### config.mk
export PLATFORM = sky130hd
export DESIGN_NAME = ttli_lerp
export DESIGN_NICKNAME = d
export VERILOG_FILES = /design/src/rtl/assert_macros.svh /design/src/rtl/ttli_pkg.sv /design/src/rtl/ttli_lerp.sv
export SDC_FILE = /design/constraint.sdc
export NUM_CORES = 2
export LEC_CHECK = 0
export BUFFER_PORTS_ARGS = -buffer_cell sky130_fd_sc_hd__buf_2
export CORE_AREA = 2 2 430 326
export DETAILED_ROUTE_END_ITERATION = 16
export DIE_AREA = 0 0 432 328
export PLACE_DENSITY_LB_ADDON = 0.1
export SETUP_SLACK_MARGIN = 0.5
export SYNTH_ARGS = -nofsm -noshare
export SYNTH_HDL_FRONTEND = slang
export SYNTH_SLANG_ARGS = --single-unit
### constraint.sdc
create_clock -name clk -period 30.6 [get_ports clk]
set_input_delay 6.12 -clock clk [delete_from_list [all_inputs] [get_ports clk]]
set_output_delay 6.12 -clock clk [all_outputs]
set_load 0.01 [all_outputs]
### src/rtl/assert_macros.svh
// assertion macros shared by the rtl files
// expects clk and rst_n in the scope where a macro is used
`ifndef ASSERT_MACROS_SVH
`define ASSERT_MACROS_SVH

// same-cycle implication, off while in reset
`define ASSERT_IMPLY(name, ante, cons, msg) \
  name: assert property (@(posedge clk) disable iff (!rst_n) (ante) |-> (cons)) \
    else $error(msg);

// next-cycle implication, off while in reset
`define ASSERT_NEXT(name, ante, cons, msg) \
  name: assert property (@(posedge clk) disable iff (!rst_n) (ante) |=> (cons)) \
    else $error(msg);

`endif

### src/rtl/ttli_pkg.sv
// shared types and constants of the time table linear interpolator
// no dependencies; used by ttli_lerp and time_table_linear_interpolator
`default_nettype none

package ttli_pkg;

  localparam int MAX_POINTS = 1024;
  localparam int TIME_BITS  = 32;
  localparam int DATA_BITS  = 32;
  localparam int IDX_BITS   = $clog2(MAX_POINTS);
  localparam int CNT_BITS   = IDX_BITS + 1;

  // configuration port
  localparam int CFG_ADDR_BITS = 1;
  localparam int CFG_DATA_BITS = CNT_BITS;
  localparam logic [CFG_ADDR_BITS-1:0] REG_POINTS_IN_USE = 1'd0;
  localparam logic [CFG_ADDR_BITS-1:0] REG_TWO_CHANNEL   = 1'd1;

  // operation codes
  localparam logic OP_LOAD  = 1'b0;
  localparam logic OP_QUERY = 1'b1;

  // divider of the interpolation lane: one quotient bit a cycle
  localparam int LERP_STEPS    = DATA_BITS;
  localparam int LERP_CNT_BITS = $clog2(LERP_STEPS);

  typedef struct packed {
    logic                        op;
    logic [IDX_BITS-1:0]         point_index;
    logic [TIME_BITS-1:0]        point_time;
    logic signed [DATA_BITS-1:0] point_value;
    logic signed [DATA_BITS-1:0] point_extra;
    logic [TIME_BITS-1:0]        query_time;
  } in_item_t;

  typedef struct packed {
    logic signed [DATA_BITS-1:0] main_result;
    logic signed [DATA_BITS-1:0] extra_result;
    logic                        in_range;
  } out_item_t;

  // one table point as held in the memory
  typedef struct packed {
    logic [TIME_BITS-1:0]        stamp;
    logic signed [DATA_BITS-1:0] main;
    logic signed [DATA_BITS-1:0] extra;
  } point_t;

  typedef enum logic [2:0] {
    ST_IDLE,
    ST_CUR,
    ST_FWD,
    ST_BWD,
    ST_LO,
    ST_HI,
    ST_LERP,
    ST_DONE
  } ttli_state_t;

  typedef enum logic [2:0] {
    LP_IDLE,
    LP_DIFF,
    LP_ABS,
    LP_MUL,
    LP_DIV,
    LP_ADJ,
    LP_DONE
  } lerp_phase_t;

endpackage

`default_nettype wire

### src/rtl/ttli_lerp.sv
// one interpolation lane: v1 + (v2 - v1) * dt / span, quotient toward zero
// depends on ttli_pkg; span must be nonzero and dt no larger than span
`default_nettype none

module ttli_lerp (
  input  logic                                 clk,
  input  logic                                 rst_n,
  input  logic                                 start,
  input  logic signed [ttli_pkg::DATA_BITS-1:0] v1,
  input  logic signed [ttli_pkg::DATA_BITS-1:0] v2,
  input  logic [ttli_pkg::TIME_BITS-1:0]        dt,
  input  logic [ttli_pkg::TIME_BITS-1:0]        span,
  output logic                                 done,
  output logic signed [ttli_pkg::DATA_BITS-1:0] result
);
  import ttli_pkg::*;

  lerp_phase_t phase_r, phase_nxt;

  logic signed [DATA_BITS-1:0]   v1_r, v2_r;
  logic [TIME_BITS-1:0]          dt_r, span_r;
  logic [DATA_BITS:0]            dv_r;
  logic [DATA_BITS:0]            dv_neg;
  logic [DATA_BITS-1:0]          mag_r;
  logic                          neg_r;
  logic [DATA_BITS+TIME_BITS-1:0] prod_w;
  logic [TIME_BITS-1:0]          rem_r;
  logic [DATA_BITS-1:0]          low_r;
  logic [DATA_BITS-1:0]          quo_r;
  logic [LERP_CNT_BITS-1:0]      cnt_r;
  logic signed [DATA_BITS-1:0]   result_r;
  logic [TIME_BITS:0]            trial;
  logic [TIME_BITS:0]            trial_sub;
  logic                          fits;
  logic [DATA_BITS+1:0]          v1_ext, quo_ext, adj_w;

  assign dv_neg    = -dv_r;
  assign prod_w    = mag_r * dt_r;
  assign trial     = {rem_r, low_r[DATA_BITS-1]};
  assign fits      = trial >= {1'b0, span_r};
  assign trial_sub = trial - {1'b0, span_r};
  assign v1_ext    = {{2{v1_r[DATA_BITS-1]}}, v1_r};
  assign quo_ext   = {2'b00, quo_r};
  assign adj_w     = neg_r ? (v1_ext - quo_ext) : (v1_ext + quo_ext);

  // next phase
  always_comb begin
    phase_nxt = phase_r;
    unique case (phase_r)
      LP_IDLE: if (start) phase_nxt = LP_DIFF;
      LP_DIFF: phase_nxt = LP_ABS;
      LP_ABS:  phase_nxt = LP_MUL;
      LP_MUL:  phase_nxt = LP_DIV;
      LP_DIV:  if (cnt_r == LERP_CNT_BITS'(LERP_STEPS - 1)) phase_nxt = LP_ADJ;
      LP_ADJ:  phase_nxt = LP_DONE;
      LP_DONE: phase_nxt = LP_IDLE;
      default: phase_nxt = LP_IDLE;
    endcase
  end

  // outputs
  always_comb begin
    done   = (phase_r == LP_DONE);
    result = result_r;
  end

  always_ff @(posedge clk) begin
    if (!rst_n) begin
      phase_r <= LP_IDLE;
    end else begin
      phase_r <= phase_nxt;
    end
  end

  always_ff @(posedge clk) begin
    if (phase_r == LP_IDLE && start) begin
      v1_r   <= v1;
      v2_r   <= v2;
      dt_r   <= dt;
      span_r <= span;
    end
    unique case (phase_r)
      LP_DIFF: dv_r <= {v2_r[DATA_BITS-1], v2_r} - {v1_r[DATA_BITS-1], v1_r};
      LP_ABS: begin
        neg_r <= dv_r[DATA_BITS];
        mag_r <= dv_r[DATA_BITS] ? dv_neg[DATA_BITS-1:0] : dv_r[DATA_BITS-1:0];
      end
      // product < span * 2^DATA_BITS, so the upper half is already a remainder
      LP_MUL: begin
        rem_r <= prod_w[DATA_BITS+TIME_BITS-1:DATA_BITS];
        low_r <= prod_w[DATA_BITS-1:0];
        cnt_r <= '0;
      end
      LP_DIV: begin
        rem_r <= fits ? trial_sub[TIME_BITS-1:0] : trial[TIME_BITS-1:0];
        low_r <= {low_r[DATA_BITS-2:0], 1'b0};
        quo_r <= {quo_r[DATA_BITS-2:0], fits};
        cnt_r <= cnt_r + 1'b1;
      end
      LP_ADJ: result_r <= adj_w[DATA_BITS-1:0];
      default: ;
    endcase
  end

endmodule

`default_nettype wire

# Word level (Yosys, flattened, before mapping)
# Cells that the tools add are included.
totals:
  ff_bits: 330
  elab_cells: 43
  out_inout_bits: 33
classes:
  eq_ne: 9
  magnitude_cmp: 1
  mul: 1
  add_sub_neg: 6
  n_reduce_logical: 4
  n_mux: 9
ops:
  columns: ["op", "n"]
  rows:
  - ["32-bit case mux with 2 select lines", 2]
  - ["32-bit two-way mux", 3]
  - ["32-bit by 32-bit multiplier with 64-bit output", 1]
  - ["32-bit subtractor", 2]
  - ["33-bit by 32-bit greater-or-equal comparator with 1-bit output", 1]
  - ["32-bit by 32-bit subtractor with 33-bit output", 1]
  - ["32-bit adder", 1]
  - ["32-bit negator", 1]
  - ["3-bit case mux with 6 select lines", 1]
  - ["5-bit case mux with 2 select lines", 1]
  - ["3-bit == test (second input constant)", 3]
  - ["3-bit by 2-bit == test with 1-bit output (second input constant)", 2]
  - ["3-bit two-way mux", 2]
  - ["5-bit by 1-bit adder with 5-bit output (second input constant)", 1]
  - ["5-bit == test (second input constant)", 1]
  - ["2-bit != test (second input constant)", 2]
  - ["3-bit by 1-bit == test with 1-bit output (second input constant)", 1]
  - ["3-bit zero test", 1]
  - ["2-bit AND reduction", 1]
  - ["2-bit nonzero test", 1]
  - ["1-bit logical AND", 1]

# Longest topological paths before layout
depth:
  ltp_word: 3
  depth_mapped: 28
  depth_no_buf: 26

# Worst setup path before layout
# OpenSTA, ideal clock, no wires.
synth_path:
  kind: "input -> register"
  start: "input port start"
  end: "register dt_r[0] (enable)"
  t_required_ps: 29626
  arrival_ps: 18970
  slack_ps: 10657
  path_stages: 1
  setup_ps: 974
  cell_sequence: "nor4b_1"
synth_between:
  elab_chain_len: 1
synth_rtl:
  columns: ["item", "line", "rtl"]
  rows:
  - ["start, declared", "ttli_lerp.sv:8", "input logic start,"]
  - ["1-bit logical AND", "ttli_lerp.sv:76", "if (phase_r == LP_IDLE && start) begin"]
  - ["end signal, assigned", "ttli_lerp.sv:79", "dt_r <= dt;"]
  - ["end, declared", "ttli_lerp.sv:21", "logic [TIME_BITS-1:0] dt_r, span_r;"]
# No other way between the ends.
# A chain may end at the register's enable or synchronous reset.

# Final worst setup path
layout_path:
  start: "register dt_r[7]"
  end: "register rem_r[31], data pin"
layout_between:
  elab_chain_len: 2
layout_rtl:
  columns: ["item", "line", "rtl"]
  rows:
  - ["32-bit by 32-bit multiplier with 64-bit output", "ttli_lerp.sv:38", "assign prod_w = mag_r * dt_r;"]
  - ["32-bit case mux with 2 select lines", "ttli_lerp.sv:82", "unique case (phase_r)"]
  - ["end signal, assigned", "ttli_lerp.sv:90", "rem_r <= prod_w[DATA_BITS+TIME_BITS-1:DATA_BITS];"]
  - ["end signal, assigned", "ttli_lerp.sv:95", "rem_r <= fits ? trial_sub[TIME_BITS-1:0] : trial[TIME_BITS-1:0];"]
  - ["end, declared", "ttli_lerp.sv:27", "logic [TIME_BITS-1:0] rem_r;"]
# No other way between the ends.

==> flow_metrics.tcl <==
set metrics [dict create \
    run_status "finished, final reports clean" \
    worstPathArrival_ns 9.28 \
    vias_per_cell 5.008 \
    ios 164 \
    dr.pass1.iters 5 \
    synthMostInstantiatedCell "inv_1" \
    avgSynthCellArea_sq_um 9.800 \
    globalRouteOverflowTotal 0 \
    pin_count_of_the_biggest_net_entering_global_routing 70 \
    grt_use_total_pct 21.29 \
    finalHoldViolCount 0 \
    cp.required_ns 30.92 \
    synth.top_cells.by_area "fa_1 36%, edfxtp_1 19%, ha_1 9.0%, and2_1 7.4%, inv_1 7.2%" \
    worstHoldPathType "flip-flop to flip-flop" \
    fin_crit_ns 8.958 \
    portBuffers 163 \
    post_syn_nets 6549 \
    antenna_found_initial 7 \
    cts_resized 0 \
    area_occupied_by_multi_input_gates_sq_um 36130 \
    vias_in_the_first_global_route 37120 \
    worst-setup-path-type "flip-flop to flip-flop" \
    synth-edff-count 327 \
    cp-end-kind "flip-flop" \
    netlist-cell-type-count 76 \
    crit_fanout 32 \
    cts-buffers-inserted 43 \
    postCtsSetupBuffers 0 \
    die_h_um 328 \
    post_synth_most_frequent_cells "963 x inv_1, 899 x fa_1, 598 x and2_1, 581 x nand2_1, 362 x ha_1" \
    drive_above_1_share_pct 6.332 \
    hpwlAfterDp_um 112800 \
    synth_ff_type "edfxtp_1" \
    avgRoutedWirePerCell_um 20.88 \
    grt_pass1_wl_um 230700 \
    synthesis.area_sq_um 50540 \
    max-cap-violations 0 \
    synth_seq_cells 330 \
    die_area_sq_um 141700 \
    dpl_worst_slack_ns 21.70 \
    synth_top_area_share_pct 35.61 \
    crit_path_frequent_cell "fa_1" \
    cpMaxStageDelayCell "edfxtp_1" \
    gp_routability_congestion 0.8637 \
    synthCells 5157 \
    worstPathBufferInverterCount 2 \
    setup_skew_after_layout_ns 0.05209 \
    vias 35140 \
    area.growth.synth_to_final_pct 8.202 \
    htreeDepth 2 \
    fill_cells 13750 \
    worstSkewPairLatency_ns 0.66 \
    clk_pin_slew_worst_paths_ns 0.07 \
    initial_utilization_pct 36.85 \
    top_family_by_delay_on_critical_path "adder cells" \
    cts-root-to-sink-buffers 3 \
    synth_area_leader_cell "fa_1" \
    antenna_left 0 \
    drt_drc_violations_left 0 \
    setup-tns-final_ns 0 \
    worst_slew_margin_rel_pct 13.87 \
    finalMaxSlewViolations 0 \
    critPathLaunchType "flip-flop" \
    ys_seq_area_share_pct 19.55 \
    drt_wl_total_um 146500 \
    fin_ws_ns 21.64 \
    worstPathCellList "and2_1 -> fa_1 -> fa_1 -> fa_1 -> inv_1 -> fa_1 -> inv_1 -> fa_1 -> fa_1 -> fa_1 -> fa_1 -> ha_1 -> nand2_1 -> nor2_1 -> nand4_1 -> o31ai_1 -> a311oi_1 -> o21bai_1 -> a41oi_1 -> o41ai_1 -> and3_1 -> a211oi_1" \
    drtIter0Drc 2121 \
    chipWidth_um 432 \
    setup_viol 0 \
    fp-row-count 118 \
    clk_root_buffer_cell "clkbuf_16" \
    core_area_sq_um 137200 \
    tightestPinTransition_ns 1.292 \
    register_area_sq_um 9879 \
    fmax_ghz 0.1116 \
    hold_ws_ns 0.4932 \
    total_clock_sinks 330 \
    async_flop_share_pct 0 \
    cts.hold.buffers_added 0 \
    design.final.nets 6572 \
    yosys_warnings 0 \
    cts_tree "built" \
    final.period_utilization_pct 29.27 \
    setup_repair_after_global_routing_missed_its_margin "no" \
    max_stage_delay_ns 1.13 \
]
-- layer usage --
layer | routed length, um | track usage [%] | vias to the layer above
li1 | - | - | 16190
met5 | 0 | 0 | -
met4 | 2032 | 3.344 | 0
met3 | 6104 | 2.311 | 89
met1 | 72200 | 32.25 | 18240
met2 | 66210 | 33.31 | 623
-- registers in the layout (all words and copies together), names as in the netlist, 5 cells and up --
signal / count
cnt_r: 5
dt_r: 32
dv_r: 33
low_r: 32
mag_r: 32
quo_r: 32
rem_r: 32
result: 32
span_r: 32
v1_r: 32
v2_r: 32
-- worst reg2reg max path, stage by stage (launching register included) --
cell and delay, ns:
edfxtp_1 1.13, and2_1 0.28, fa_1 0.44, fa_1 0.49
fa_1 0.53, inv_1 0.06, fa_1 0.48, inv_1 0.06
fa_1 0.48, fa_1 0.57, fa_1 0.44, fa_1 0.49
ha_1 0.41, nand2_1 0.21, nor2_1 0.19, nand4_1 0.11
o31ai_1 0.55, a311oi_1 0.29, o21bai_1 0.42, a41oi_1 0.26
o41ai_1 0.50, and3_1 0.23, a211oi_1 0.05
-- logic make-up after synthesis --
logic type / synth area share (%)
AOI/OAI and AO/OA: 7.729
DFF: 19.55
xor gates and xnor gates: 3.310
and+or+nand+nor: 15.48
muxes: 0.3169
adders and majority gates: 44.57
buffers and inverters: 9.039
-- layout by cell type, fill, tap and decap left out, types with 6 or more instances in the layout --
cell type  instances
clkbuf_16         43
bufinv_16          6
a21boi_0           9
xor2_1            55
a211oi_1          20
buf_4             68
buf_2            163
nor3_1            35
nand2_1          580
and3_1            25
edfxtp_1         327
and4_1             6
nor4_1            12
and2_1           598
ha_1             362
nor2b_1           23
a21o_1            83
nor2_1           121
nand2b_1          18
a21oi_1          189
or3_1             16
inv_1            962
clkinv_1           8
or4_1              8
nand3_1           28
o21ai_0          127
mux2i_1            7
xnor2_1          136
a31oi_1           18
nor3b_1            6
fa_1             899
o21bai_1          26
mux2_2             8
nand4_1           29
o31ai_1           20
o21a_1            21
a311oi_1           6
o211ai_1          32
a211o_1           12
-- cell type report --
class                      instances  share of cell area (%)
sequential                       330                   18.07
timing repair buffer             231                   2.425
clock buffer                      47                   1.995
multi-input combinational       3611                   66.06
antenna                            5                 0.02288
tap                             1800                   4.119
inverter                         963                   6.613
clock inverter                    30                  0.6933
-- path summary, 6_finish.rpt --
check / slack [ns] / end / start / cells past startpoint
min reg2reg: 0.49 / quo_r[26] / quo_r[25] / 0
max: 21.64 / rem_r[31] / dt_r[7] / 22
max reg2reg: 21.64 / rem_r[31] / dt_r[7] / 22
min: 0.49 / quo_r[26] / quo_r[25] / 0
-- metrics by stage --
step                std cells  util [%]  area, sq um
floorplan                5157         -        50540
global placement         6935     38.79        53200
detailed placement       6935     38.79        53200
CTS                      7012     39.86        54670
global route             7013     39.86        54670
finish                   7017     39.87        54680
Power is left out: the tool's default activity adds up to more than one toggle a clock period on the data nets, which glitch-free logic cannot reach.
